<file path="src/sv/rrts_pkg.sv">
package rrts_pkg;

  // sizing
  localparam int THREADS    = 8;
  localparam int SEMAPHORES = 8;
  localparam int TID_W      = $clog2(THREADS);
  localparam int SEM_IW     = (SEMAPHORES > 1) ? $clog2(SEMAPHORES) : 1;
  localparam int TAG_W      = $clog2(SEMAPHORES + 1);

  // beat field types
  typedef logic [2:0]         op_t;
  typedef logic [2:0]         id_t;
  typedef logic [31:0]        ticks_t;
  typedef logic signed [15:0] sem_val_t;
  typedef logic [1:0]         status_t;

  // internal types
  typedef logic [TID_W-1:0]   tid_t;
  typedef logic [SEM_IW-1:0]  sidx_t;
  typedef logic [TAG_W-1:0]   tag_t;

  // opcodes
  localparam op_t OP_CREATE = 3'd0;
  localparam op_t OP_WAIT   = 3'd1;
  localparam op_t OP_SIGNAL = 3'd2;
  localparam op_t OP_SLEEP  = 3'd3;
  localparam op_t OP_TICK   = 3'd4;
  localparam op_t OP_SWITCH = 3'd5;
  localparam op_t OP_INIT   = 3'd6;
  localparam op_t OP_NOP    = 3'd7;

  // status codes
  localparam status_t ST_OK       = 2'd0;
  localparam status_t ST_NORUN    = 2'd1;
  localparam status_t ST_NOWAITER = 2'd2;
  localparam status_t ST_SAT      = 2'd3;

  localparam sem_val_t SEM_MIN = 16'sh8000;
  localparam sem_val_t SEM_MAX = 16'sh7fff;

  // write command into the thread table
  typedef struct packed {
    logic   we_sleep;
    logic   we_tag;
    tid_t   idx;
    ticks_t sleep;
    tag_t   tag;
  } tt_wr_t;

  // one finished result
  typedef struct packed {
    id_t      running_thread;
    logic     switched;
    sem_val_t sem_value;
    logic     woken_valid;
    id_t      woken_thread;
    status_t  status;
  } res_t;

  // next thread in the ring
  function automatic tid_t ring_next(input tid_t t);
    return (t == TID_W'(THREADS - 1)) ? '0 : t + TID_W'(1);
  endfunction

endpackage

</file>
<file path="src/sv/rrts_if.sv">
interface rrts_in_if;
  logic              valid;
  logic              ready;
  rrts_pkg::op_t     opcode;
  rrts_pkg::id_t     thread_id;
  rrts_pkg::id_t     sem_id;
  rrts_pkg::ticks_t  sleep_ticks;
  rrts_pkg::sem_val_t init_value;

  modport source (output valid, opcode, thread_id, sem_id, sleep_ticks, init_value,
                  input ready);
  modport sink   (input valid, opcode, thread_id, sem_id, sleep_ticks, init_value,
                  output ready);
endinterface

interface rrts_out_if;
  logic               valid;
  logic               ready;
  rrts_pkg::id_t      running_thread;
  logic               switched;
  rrts_pkg::sem_val_t sem_value;
  logic               woken_valid;
  rrts_pkg::id_t      woken_thread;
  rrts_pkg::status_t  status;

  modport source (output valid, running_thread, switched, sem_value, woken_valid,
                  woken_thread, status, input ready);
  modport sink   (input valid, running_thread, switched, sem_value, woken_valid,
                  woken_thread, status, output ready);
endinterface

</file>
<file path="src/sv/rrts_thread_tbl.sv">
module rrts_thread_tbl (
  input  logic             clk,
  input  logic             rst_n,
  input  rrts_pkg::tid_t   rd_idx,
  output rrts_pkg::ticks_t rd_sleep,
  output rrts_pkg::tag_t   rd_tag,
  input  rrts_pkg::tt_wr_t wr
);
  import rrts_pkg::*;

  ticks_t sleep_r [THREADS];
  tag_t   tag_r   [THREADS];

  // single read port at the scan pointer
  assign rd_sleep = sleep_r[rd_idx];
  assign rd_tag   = tag_r[rd_idx];

  // single write port, cleared by reset
  always_ff @(posedge clk) begin
    if (!rst_n) begin
      for (int i = 0; i < THREADS; i++) begin
        sleep_r[i] <= '0;
        tag_r[i]   <= '0;
      end
    end else begin
      if (wr.we_sleep) sleep_r[wr.idx] <= wr.sleep;
      if (wr.we_tag)   tag_r[wr.idx]   <= wr.tag;
    end
  end

endmodule

</file>
<file path="src/sv/rrts_seq.sv">
module rrts_seq (
  input  logic               clk,
  input  logic               rst_n,
  input  logic               in_valid,
  output logic               in_ready,
  input  rrts_pkg::op_t      in_opcode,
  input  rrts_pkg::id_t      in_thread_id,
  input  rrts_pkg::id_t      in_sem_id,
  input  rrts_pkg::ticks_t   in_sleep_ticks,
  input  rrts_pkg::sem_val_t in_init_value,
  output logic               res_valid,
  output rrts_pkg::res_t     res,
  input  logic               res_free,
  output rrts_pkg::tid_t     tt_rd_idx,
  input  rrts_pkg::ticks_t   tt_rd_sleep,
  input  rrts_pkg::tag_t     tt_rd_tag,
  output rrts_pkg::tt_wr_t   tt_wr
);
  import rrts_pkg::*;

  localparam logic [2:0] S_IDLE = 3'd0;
  localparam logic [2:0] S_EXEC = 3'd1;
  localparam logic [2:0] S_PICK = 3'd2;
  localparam logic [2:0] S_SIG  = 3'd3;
  localparam logic [2:0] S_TICK = 3'd4;
  localparam logic [2:0] S_DONE = 3'd5;

  logic [2:0] state_r, state_nxt;
  tid_t       cur_r, cur_nxt;
  sem_val_t   sem_r [SEMAPHORES];

  op_t      op_r;
  id_t      tid_r, sid_r;
  ticks_t   ticks_r;
  sem_val_t ival_r;
  tid_t     before_r;
  tid_t     ptr_r, ptr_nxt;
  tid_t     cnt_r, cnt_nxt;
  status_t  status_r, status_nxt;
  sem_val_t semv_r, semv_nxt;
  logic     wvalid_r, wvalid_nxt;
  tid_t     wthread_r, wthread_nxt;

  logic     sem_we;
  sem_val_t sem_wdata;
  sidx_t    sem_idx;
  sem_val_t sem_cur, sem_dec, sem_inc;
  logic     sem_ok, tid_ok, last;
  tag_t     sid_tag;
  tid_t     tid_idx;

  assign sem_idx = SEM_IW'(sid_r);
  assign tid_idx = TID_W'(tid_r);
  assign sem_ok  = 32'(sid_r) < 32'(SEMAPHORES);
  assign tid_ok  = 32'(tid_r) < 32'(THREADS);
  assign sem_cur = sem_r[sem_idx];
  assign sem_dec = sem_cur - 16'sd1;
  assign sem_inc = sem_cur + 16'sd1;
  assign sid_tag = TAG_W'(sid_r) + TAG_W'(1);
  assign last    = (cnt_r == TID_W'(THREADS - 1));

  assign in_ready  = (state_r == S_IDLE);
  assign tt_rd_idx = ptr_r;
  assign res_valid = (state_r == S_DONE) && res_free;

  // result assembled from the held item state
  always_comb begin
    res.running_thread = 3'(cur_r);
    res.switched       = (cur_r != before_r);
    res.sem_value      = semv_r;
    res.woken_valid    = wvalid_r;
    res.woken_thread   = 3'(wthread_r);
    res.status         = status_r;
  end

  // sequencer: an exec state, then for a pick, signal or tick a scan of one ring entry per cycle
  always_comb begin
    state_nxt   = state_r;
    cur_nxt     = cur_r;
    ptr_nxt     = ptr_r;
    cnt_nxt     = cnt_r;
    status_nxt  = status_r;
    semv_nxt    = semv_r;
    wvalid_nxt  = wvalid_r;
    wthread_nxt = wthread_r;
    sem_we      = 1'b0;
    sem_wdata   = sem_cur;
    tt_wr       = '0;
    tt_wr.idx   = cur_r;

    case (state_r)
      S_IDLE: begin
        if (in_valid) begin
          state_nxt   = S_EXEC;
          status_nxt  = ST_OK;
          semv_nxt    = '0;
          wvalid_nxt  = 1'b0;
          wthread_nxt = '0;
        end
      end
      S_EXEC: begin
        state_nxt = S_DONE;
        ptr_nxt   = ring_next(cur_r);
        cnt_nxt   = '0;
        case (op_r)
          OP_CREATE: begin
            if (tid_ok) begin
              tt_wr.we_sleep = 1'b1;
              tt_wr.we_tag   = 1'b1;
              tt_wr.idx      = tid_idx;
            end
          end
          OP_WAIT: begin
            if (sem_ok) begin
              if (sem_cur == SEM_MIN) begin
                status_nxt = ST_SAT;
                semv_nxt   = sem_cur;
              end else begin
                sem_we    = 1'b1;
                sem_wdata = sem_dec;
                semv_nxt  = sem_dec;
                if (sem_dec[15]) begin
                  tt_wr.we_tag = 1'b1;
                  tt_wr.tag    = sid_tag;
                  state_nxt    = S_PICK;
                end
              end
            end
          end
          OP_SIGNAL: begin
            if (sem_ok) begin
              if (sem_cur == SEM_MAX) begin
                status_nxt = ST_SAT;
                semv_nxt   = sem_cur;
              end else begin
                sem_we    = 1'b1;
                sem_wdata = sem_inc;
                semv_nxt  = sem_inc;
                if (sem_inc[15] || (sem_inc == 16'sd0)) begin
                  status_nxt = ST_NOWAITER;
                  state_nxt  = S_SIG;
                end
              end
            end
          end
          OP_SLEEP: begin
            tt_wr.we_sleep = 1'b1;
            tt_wr.sleep    = ticks_r;
            state_nxt      = S_PICK;
          end
          OP_TICK: begin
            ptr_nxt   = '0;
            state_nxt = S_TICK;
          end
          OP_SWITCH: begin
            state_nxt = S_PICK;
          end
          OP_INIT: begin
            if (sem_ok) begin
              sem_we    = 1'b1;
              sem_wdata = ival_r;
              semv_nxt  = ival_r;
            end
          end
          default: ;
        endcase
      end
      // round-robin search for a runnable thread
      S_PICK: begin
        if ((tt_rd_sleep == '0) && (tt_rd_tag == '0)) begin
          cur_nxt   = ptr_r;
          state_nxt = S_DONE;
        end else if (last) begin
          status_nxt = ST_NORUN;
          state_nxt  = S_DONE;
        end else begin
          ptr_nxt = ring_next(ptr_r);
          cnt_nxt = cnt_r + TID_W'(1);
        end
      end
      // first waiter after the running thread
      S_SIG: begin
        if (tt_rd_tag == sid_tag) begin
          tt_wr.we_tag = 1'b1;
          tt_wr.idx    = ptr_r;
          tt_wr.tag    = '0;
          wvalid_nxt   = 1'b1;
          wthread_nxt  = ptr_r;
          status_nxt   = ST_OK;
          state_nxt    = S_DONE;
        end else if (last) begin
          state_nxt = S_DONE;
        end else begin
          ptr_nxt = ring_next(ptr_r);
          cnt_nxt = cnt_r + TID_W'(1);
        end
      end
      // decrement each nonzero sleep counter in turn
      S_TICK: begin
        if (tt_rd_sleep != '0) begin
          tt_wr.we_sleep = 1'b1;
          tt_wr.idx      = ptr_r;
          tt_wr.sleep    = tt_rd_sleep - 32'd1;
        end
        if (last) begin
          state_nxt = S_DONE;
        end else begin
          ptr_nxt = ring_next(ptr_r);
          cnt_nxt = cnt_r + TID_W'(1);
        end
      end
      S_DONE: begin
        if (res_free) state_nxt = S_IDLE;
      end
      default: state_nxt = S_IDLE;
    endcase
  end

  // control state and semaphore table
  always_ff @(posedge clk) begin
    if (!rst_n) begin
      state_r <= S_IDLE;
      cur_r   <= '0;
      for (int i = 0; i < SEMAPHORES; i++) sem_r[i] <= '0;
    end else begin
      state_r <= state_nxt;
      cur_r   <= cur_nxt;
      if (sem_we) sem_r[sem_idx] <= sem_wdata;
    end
  end

  // item payload and scan registers
  always_ff @(posedge clk) begin
    if (in_valid && in_ready) begin
      op_r     <= in_opcode;
      tid_r    <= in_thread_id;
      sid_r    <= in_sem_id;
      ticks_r  <= in_sleep_ticks;
      ival_r   <= in_init_value;
      before_r <= cur_r;
    end
    ptr_r     <= ptr_nxt;
    cnt_r     <= cnt_nxt;
    status_r  <= status_nxt;
    semv_r    <= semv_nxt;
    wvalid_r  <= wvalid_nxt;
    wthread_r <= wthread_nxt;
  end

endmodule

</file>
<file path="src/sv/round_robin_thread_scheduler_top.sv">
// flow: create, init and semaphore ops that do not block go from the exec state straight
//   to the done state; a pick, signal or tick first runs a ring scan that visits one
//   thread table entry per cycle
// handshake: one item at a time; a new beat is taken once the result sits in the output
//   register, which holds it until the sink takes it
// reset: synchronous, active low; clears all tables and runs thread zero, no sweep
module round_robin_thread_scheduler_top (
  input logic        clk,
  input logic        rst_n,
  rrts_in_if.sink    in_ch,
  rrts_out_if.source out_ch
);
  import rrts_pkg::*;

  logic   res_valid, res_free;
  res_t   res;
  tid_t   tt_rd_idx;
  ticks_t tt_rd_sleep;
  tag_t   tt_rd_tag;
  tt_wr_t tt_wr;

  logic out_valid_r;
  res_t out_r;

  rrts_seq u_seq (
    .clk            (clk),
    .rst_n          (rst_n),
    .in_valid       (in_ch.valid),
    .in_ready       (in_ch.ready),
    .in_opcode      (in_ch.opcode),
    .in_thread_id   (in_ch.thread_id),
    .in_sem_id      (in_ch.sem_id),
    .in_sleep_ticks (in_ch.sleep_ticks),
    .in_init_value  (in_ch.init_value),
    .res_valid      (res_valid),
    .res            (res),
    .res_free       (res_free),
    .tt_rd_idx      (tt_rd_idx),
    .tt_rd_sleep    (tt_rd_sleep),
    .tt_rd_tag      (tt_rd_tag),
    .tt_wr          (tt_wr)
  );

  rrts_thread_tbl u_thread_tbl (
    .clk      (clk),
    .rst_n    (rst_n),
    .rd_idx   (tt_rd_idx),
    .rd_sleep (tt_rd_sleep),
    .rd_tag   (tt_rd_tag),
    .wr       (tt_wr)
  );

  // output register
  assign res_free = !out_valid_r || out_ch.ready;

  always_ff @(posedge clk) begin
    if (!rst_n) begin
      out_valid_r <= 1'b0;
    end else if (res_valid) begin
      out_valid_r <= 1'b1;
    end else if (out_ch.ready) begin
      out_valid_r <= 1'b0;
    end
  end

  always_ff @(posedge clk) begin
    if (res_valid) out_r <= res;
  end

  assign out_ch.valid          = out_valid_r;
  assign out_ch.running_thread = out_r.running_thread;
  assign out_ch.switched       = out_r.switched;
  assign out_ch.sem_value      = out_r.sem_value;
  assign out_ch.woken_valid    = out_r.woken_valid;
  assign out_ch.woken_thread   = out_r.woken_thread;
  assign out_ch.status         = out_r.status;

endmodule
</file>
<file path="src/flat_wrapper.sv">
// flat-port wrapper written by rule: the top's interface ports become plain ports
module round_robin_thread_scheduler_top_flat import rrts_pkg::*;
  (clk, rst_n, in_ch_valid, in_ch_opcode, in_ch_thread_id, in_ch_sem_id, in_ch_sleep_ticks, in_ch_init_value, in_ch_ready, out_ch_valid, out_ch_running_thread, out_ch_switched, out_ch_sem_value, out_ch_woken_valid, out_ch_woken_thread, out_ch_status, out_ch_ready);
  rrts_in_if in_ch_i ();
  rrts_out_if out_ch_i ();
  input logic clk;
  input logic rst_n;
  input wire logic [$bits(in_ch_i.valid)-1:0] in_ch_valid;
  input wire logic [$bits(in_ch_i.opcode)-1:0] in_ch_opcode;
  input wire logic [$bits(in_ch_i.thread_id)-1:0] in_ch_thread_id;
  input wire logic [$bits(in_ch_i.sem_id)-1:0] in_ch_sem_id;
  input wire logic [$bits(in_ch_i.sleep_ticks)-1:0] in_ch_sleep_ticks;
  input wire logic [$bits(in_ch_i.init_value)-1:0] in_ch_init_value;
  output wire logic [$bits(in_ch_i.ready)-1:0] in_ch_ready;
  output wire logic [$bits(out_ch_i.valid)-1:0] out_ch_valid;
  output wire logic [$bits(out_ch_i.running_thread)-1:0] out_ch_running_thread;
  output wire logic [$bits(out_ch_i.switched)-1:0] out_ch_switched;
  output wire logic [$bits(out_ch_i.sem_value)-1:0] out_ch_sem_value;
  output wire logic [$bits(out_ch_i.woken_valid)-1:0] out_ch_woken_valid;
  output wire logic [$bits(out_ch_i.woken_thread)-1:0] out_ch_woken_thread;
  output wire logic [$bits(out_ch_i.status)-1:0] out_ch_status;
  input wire logic [$bits(out_ch_i.ready)-1:0] out_ch_ready;
  assign in_ch_i.valid = in_ch_valid;
  assign in_ch_i.opcode = in_ch_opcode;
  assign in_ch_i.thread_id = in_ch_thread_id;
  assign in_ch_i.sem_id = in_ch_sem_id;
  assign in_ch_i.sleep_ticks = in_ch_sleep_ticks;
  assign in_ch_i.init_value = in_ch_init_value;
  assign in_ch_ready = in_ch_i.ready;
  assign out_ch_valid = out_ch_i.valid;
  assign out_ch_running_thread = out_ch_i.running_thread;
  assign out_ch_switched = out_ch_i.switched;
  assign out_ch_sem_value = out_ch_i.sem_value;
  assign out_ch_woken_valid = out_ch_i.woken_valid;
  assign out_ch_woken_thread = out_ch_i.woken_thread;
  assign out_ch_status = out_ch_i.status;
  assign out_ch_i.ready = out_ch_ready;
  round_robin_thread_scheduler_top u_core (.clk(clk), .rst_n(rst_n), .in_ch(in_ch_i), .out_ch(out_ch_i));
endmodule
</file>
<file path="config.mk">
export PLATFORM = sky130hd
export DESIGN_NAME = round_robin_thread_scheduler_top_flat
export DESIGN_NICKNAME = d
export VERILOG_FILES = /design/src/sv/rrts_pkg.sv /design/src/sv/rrts_if.sv /design/src/sv/rrts_thread_tbl.sv /design/src/sv/rrts_seq.sv /design/src/sv/round_robin_thread_scheduler_top.sv /design/src/flat_wrapper.sv
export SDC_FILE = /design/constraint.sdc
export NUM_CORES = 1
export LEC_CHECK = 0
export BUFFER_PORTS_ARGS = -buffer_cell sky130_fd_sc_hd__buf_2
export CAP_MARGIN = 20
export CORE_MARGIN = 3
export CORE_UTILIZATION = 50
export CTS_CLUSTER_SIZE = 14
export DETAILED_ROUTE_END_ITERATION = 6
export PLACE_DENSITY = 0.69
export SLEW_MARGIN = 10
export SYNTH_ARGS = -nofsm -noshare
export SYNTH_HDL_FRONTEND = slang
export SYNTH_SLANG_ARGS = --single-unit
export TNS_END_PERCENT = 10
</file>
<file path="constraint.sdc">
create_clock -name clk -period 6.1 [get_ports clk]
set_clock_uncertainty 0.1 [all_clocks]
set_input_delay 0.915 -clock clk [delete_from_list [all_inputs] [get_ports clk]]
set_output_delay 0.915 -clock clk [all_outputs]
set_load 0.05 [all_outputs]
</file>
==> metrics.md <==
| Metric | Value |
|---|---|
| Outcome | `finished, final reports clean` |
| Number of gates resized after CTS | `0` |
| Multiplexer share of the synthesized area | `0.123` |
| Power Total | `approximately 14 mW` |
| Pre-CTS setup slack | `0.982 ns` |
| Placeable Area | `roughly 53000 µm²` |
| Row cnt | `84` |
| Final core utilization | `0.566` |
| Critical-path maximum fanout | `20` |
| Post-synth EDFFs | `530` |
| Syn_area_per_cell | `between 10 and 15 µm²` |
| Port-buffer cells | `88` |
| Yosys reg bits | `543` |
| Yosys warning count | `0` |
| DIE AREA | `~57000 µm²` |
| Hpwl dp | `44.8 mm` |
| Worst Path Buf+Inv | `0` |
| Post-synthesis sequential area ratio | `0.599` |
| Routability cong. | `0.911` |
| Post-CTS Setup Bufs | `0` |
| Layout Nets | `between 2000 and 2500` |
| Tmin final | `about 5.3 ns` |
| DR vias/cell | `6.41` |
| Maximum vdd ir drop | `0.000350 V` |
| 1st-iter DRT viols | `1943` |
| Critical Path RT | `6.24 ns` |
| Slew @ Worst Pin | `1.06 ns` |
| Number of buffers created by CTS | `58` |
| Xor/xnor share of the synthesized area | `0.0201` |
| Max Cap Violations | `0` |
| Storage cell area | `roughly 16000 µm²` |
| P_leak | `10.0 nW` |
| Final Max Slew Viols | `0` |
| Ys async rst share | `0` |
| Root Driver | `clkbuf_16` |
| Crit path cell chain | `mux4_2 > mux2i_1 > o41a_1 > o211ai_2 > o31ai_1 > o31a_1 > a32o_1 > nand3_1 > o21ai_0` |
| Clk slew on worst S/H paths | `0.06 ns` |
| Drt pass-1 iters | `5` |
| # IOs | `89` |
| Clk_lat worst skew | `between 0.6 and 0.7 ns` |
| Die Ht | `between 200 and 250 µm` |
| R2r setup slk | `0.80 ns` |
| WHS Path Cells | `0` |
| Path category of the worst min-delay check | `reg -> reg` |
| Worst rel slew slack | `0.288` |
| Crit Path Category | `reg -> reg` |
| Adder-cell share of the synthesized area | `0.00510` |
| Clk sinks | `543` |
| Final setup fails | `0` |
| Slowest-stage cell, CP | `dfxtp_1` |
| Worst setup EP type | `flop` |
| Synth unique cells | `96` |
| H-Tree Depth | `2` |
| Post-Synthesis Cell Area | `between 20000 and 30000 µm²` |
| Area grow syn2layout | `11.0%` |
| Routed Antenna Nets | `0` |
| Area of the multi-input gates | `about 10000 µm²` |
| Most frequent cells in the layout | `edfxtp_1, nor3_1, nor2_1, mux2i_1, nand2_1` |
| Syn Inst Count | `2069` |
| Drt total wl | `70.5 mm` |
| Die Wd | `238 µm` |
| Initial Util | `0.510` |
| CTS Hold Buffers Added | `0` |
| Worst-case reg-to-reg path depth | `9` |
| Vias in the first global route | `17895` |
| Slowest cell delay on critical path | `~0.90 ns` |
| RSZ-0062 raised after global routing | `false` |
| Initial antenna violation count | `1` |
| WHS Endpoint | `u_core.out_ch.sem_value[4]` |
| Main synth FF type | `edfxtp_1` |
| Most common cell after layout, fill and taps aside | `edfxtp_1` |
| Post-synthesis compound-gate area fraction | `0.0643` |
| Final instance area | `30000 µm²` |
| Critical Path AT | `~5.4 ns` |
| Startpoint class of the critical path | `flop` |
| DRC | `0` |
| Layout cells sized above 1 | `0.200` |
| Largest net degree at the start of global routing | `113` |
| Simple-gate portion of the synthesized area | `0.151` |
| Fin. Hold Viols | `0` |
| Mapped Nets | `2141` |
| Vias | `18289` |
| GRT overflow | `0` |
| Cell Pwr Density | `~460 nW/µm²` |
| Family with the most delay on the worst path | `compound AO/OA/AOI/OAI gates` |
| FMAX | `189 MHz` |
| Fill count | `4275` |
| First-pass GRT wire length | `108 mm` |
| Final Cycle Share | `0.870` |
| Main combinational cell family by area after synthesis | `simple AND/OR/NAND/NOR gates` |
| Hold Startpoint | `u_core.u_seq.semv_r[4]` |
| Final worst slack | `approximately 0.80 ns` |
| Crit Reg-Reg Endpoint | `u_core.u_thread_tbl.tag_r[0][0]` |
| TritonCTS clock tree | `yes` |
| Post-placement cell area | `28100 µm²` |
| Gr usage total | `0.247` |
| Wirelength per Cell | `about 25 µm` |
| Worst-case clock buffer depth | `3` |
[cell usage after synthesis (19+ instances only)]
| library cell | instances | area, µm² |
|---|---|---|
| a21oi_1 | 41 | 205 |
| a22oi_1 | 34 | 255 |
| buf_1 | 19 | 71.3 |
| buf_2 | 35 | 175 |
| buf_6 | 20 | 225 |
| clkbuf_1 | 78 | 293 |
| edfxtp_1 | 530 | 15900 |
| mux2i_1 | 118 | 1180 |
| mux4_2 | 84 | 1890 |
| nand2_1 | 103 | 387 |
| nand3_1 | 40 | 200 |
| nand4_1 | 22 | 138 |
| nor2_1 | 188 | 706 |
| nor3_1 | 280 | 1400 |
| nor3_2 | 30 | 300 |
| o21ai_0 | 59 | 295 |
| xnor2_1 | 36 | 315 |
| xor2_1 | 26 | 228 |
[cell families after synthesis]
logic type	Yosys count
simple gates	792
flops	543
compound gates	253
mux	221
buf+inv	187
xor+xnor	62
fa+ha+maj	11
[per-stage QoR]
step / TNS, ns / hold slack [ns] / instances
after floorplan: -137.25 / 0.300 / 2069
after global placement: 0 / 0.306 / 2746
after detailed placement: 0 / 0.305 / 2746
after CTS: 0 / 0.314 / 2853
after global routing: 0 / 0.324 / 2854
final: 0 / 0.315 / 2855
[worst max path at each step]
stage                                                    end  slack, ns  depth (start not counted)  startpoint
final                        u_core.u_thread_tbl.tag_r[0][0]       0.80                          9        flop
after global routing      u_core.u_thread_tbl.sleep_r[1][24]       0.59                         10        flop
after CTS                 u_core.u_thread_tbl.sleep_r[1][24]       0.93                         10        flop
after detailed placement  u_core.u_thread_tbl.sleep_r[0][25]       0.98                         10        flop
after global placement    u_core.u_thread_tbl.sleep_r[5][18]       1.06                         11        flop
after floorplan            u_core.u_thread_tbl.sleep_r[4][0]      -0.63                         19        flop
[power by group]
| group | leakage [nW] | total [mW] | internal [mW] | switching (mW) |
|---|---|---|---|---|
| registers | 5.49 | 5.11 | 4.62 | 0.497 |
| logic | 3.64 | 5.15 | 1.78 | 3.37 |
| clock network | 0.889 | 3.40 | 1.91 | 1.48 |
| total | 10.0 | 13.7 | 8.31 | 5.35 |
[state kept, by name (all words and copies together), names as in the netlist, 2 cells and up, named ones only]
name	cells
u_core.u_thread_tbl.sleep_r	256
u_core.u_seq.sem_r	128
u_core.u_seq.ticks_r	32
u_core.u_thread_tbl.tag_r	32
u_core.out_ch.sem_value	16
u_core.u_seq.ival_r	16
u_core.u_seq.semv_r	16
u_core.out_ch.running_thread	3
u_core.out_ch.woken_thread	3
u_core.u_seq.before_r	3
u_core.u_seq.cnt_r	3
u_core.u_seq.cur_r	3
u_core.u_seq.op_r	3
u_core.u_seq.sem_idx	3
u_core.u_seq.state_r	3
u_core.u_seq.tid_idx	3
u_core.u_seq.tt_rd_idx	3
u_core.u_seq.wthread_r	3
u_core.out_ch.status	2
u_core.u_seq.status_r	2
[layer usage]
layer,vias to the layer above,share of wire,GRT usage
li1,8107,-,-
met1,9193,0.41,0.353
met2,884,0.48,0.395
met3,105,0.093,0.0446
met4,0,0.023,0.0696
met5,-,0,0
[final cells by class]
type | instances | area share
diodes | 1 | 0.0000835
clock buffers | 70 | 0.0510
clock inverters | 37 | 0.00985
inverters | 18 | 0.00225
multi-input cells | 1339 | 0.333
flip-flops and latches | 543 | 0.540
well taps | 688 | 0.0287
repair buffers | 159 | 0.0348
Power figures use the tool's default switching activity.
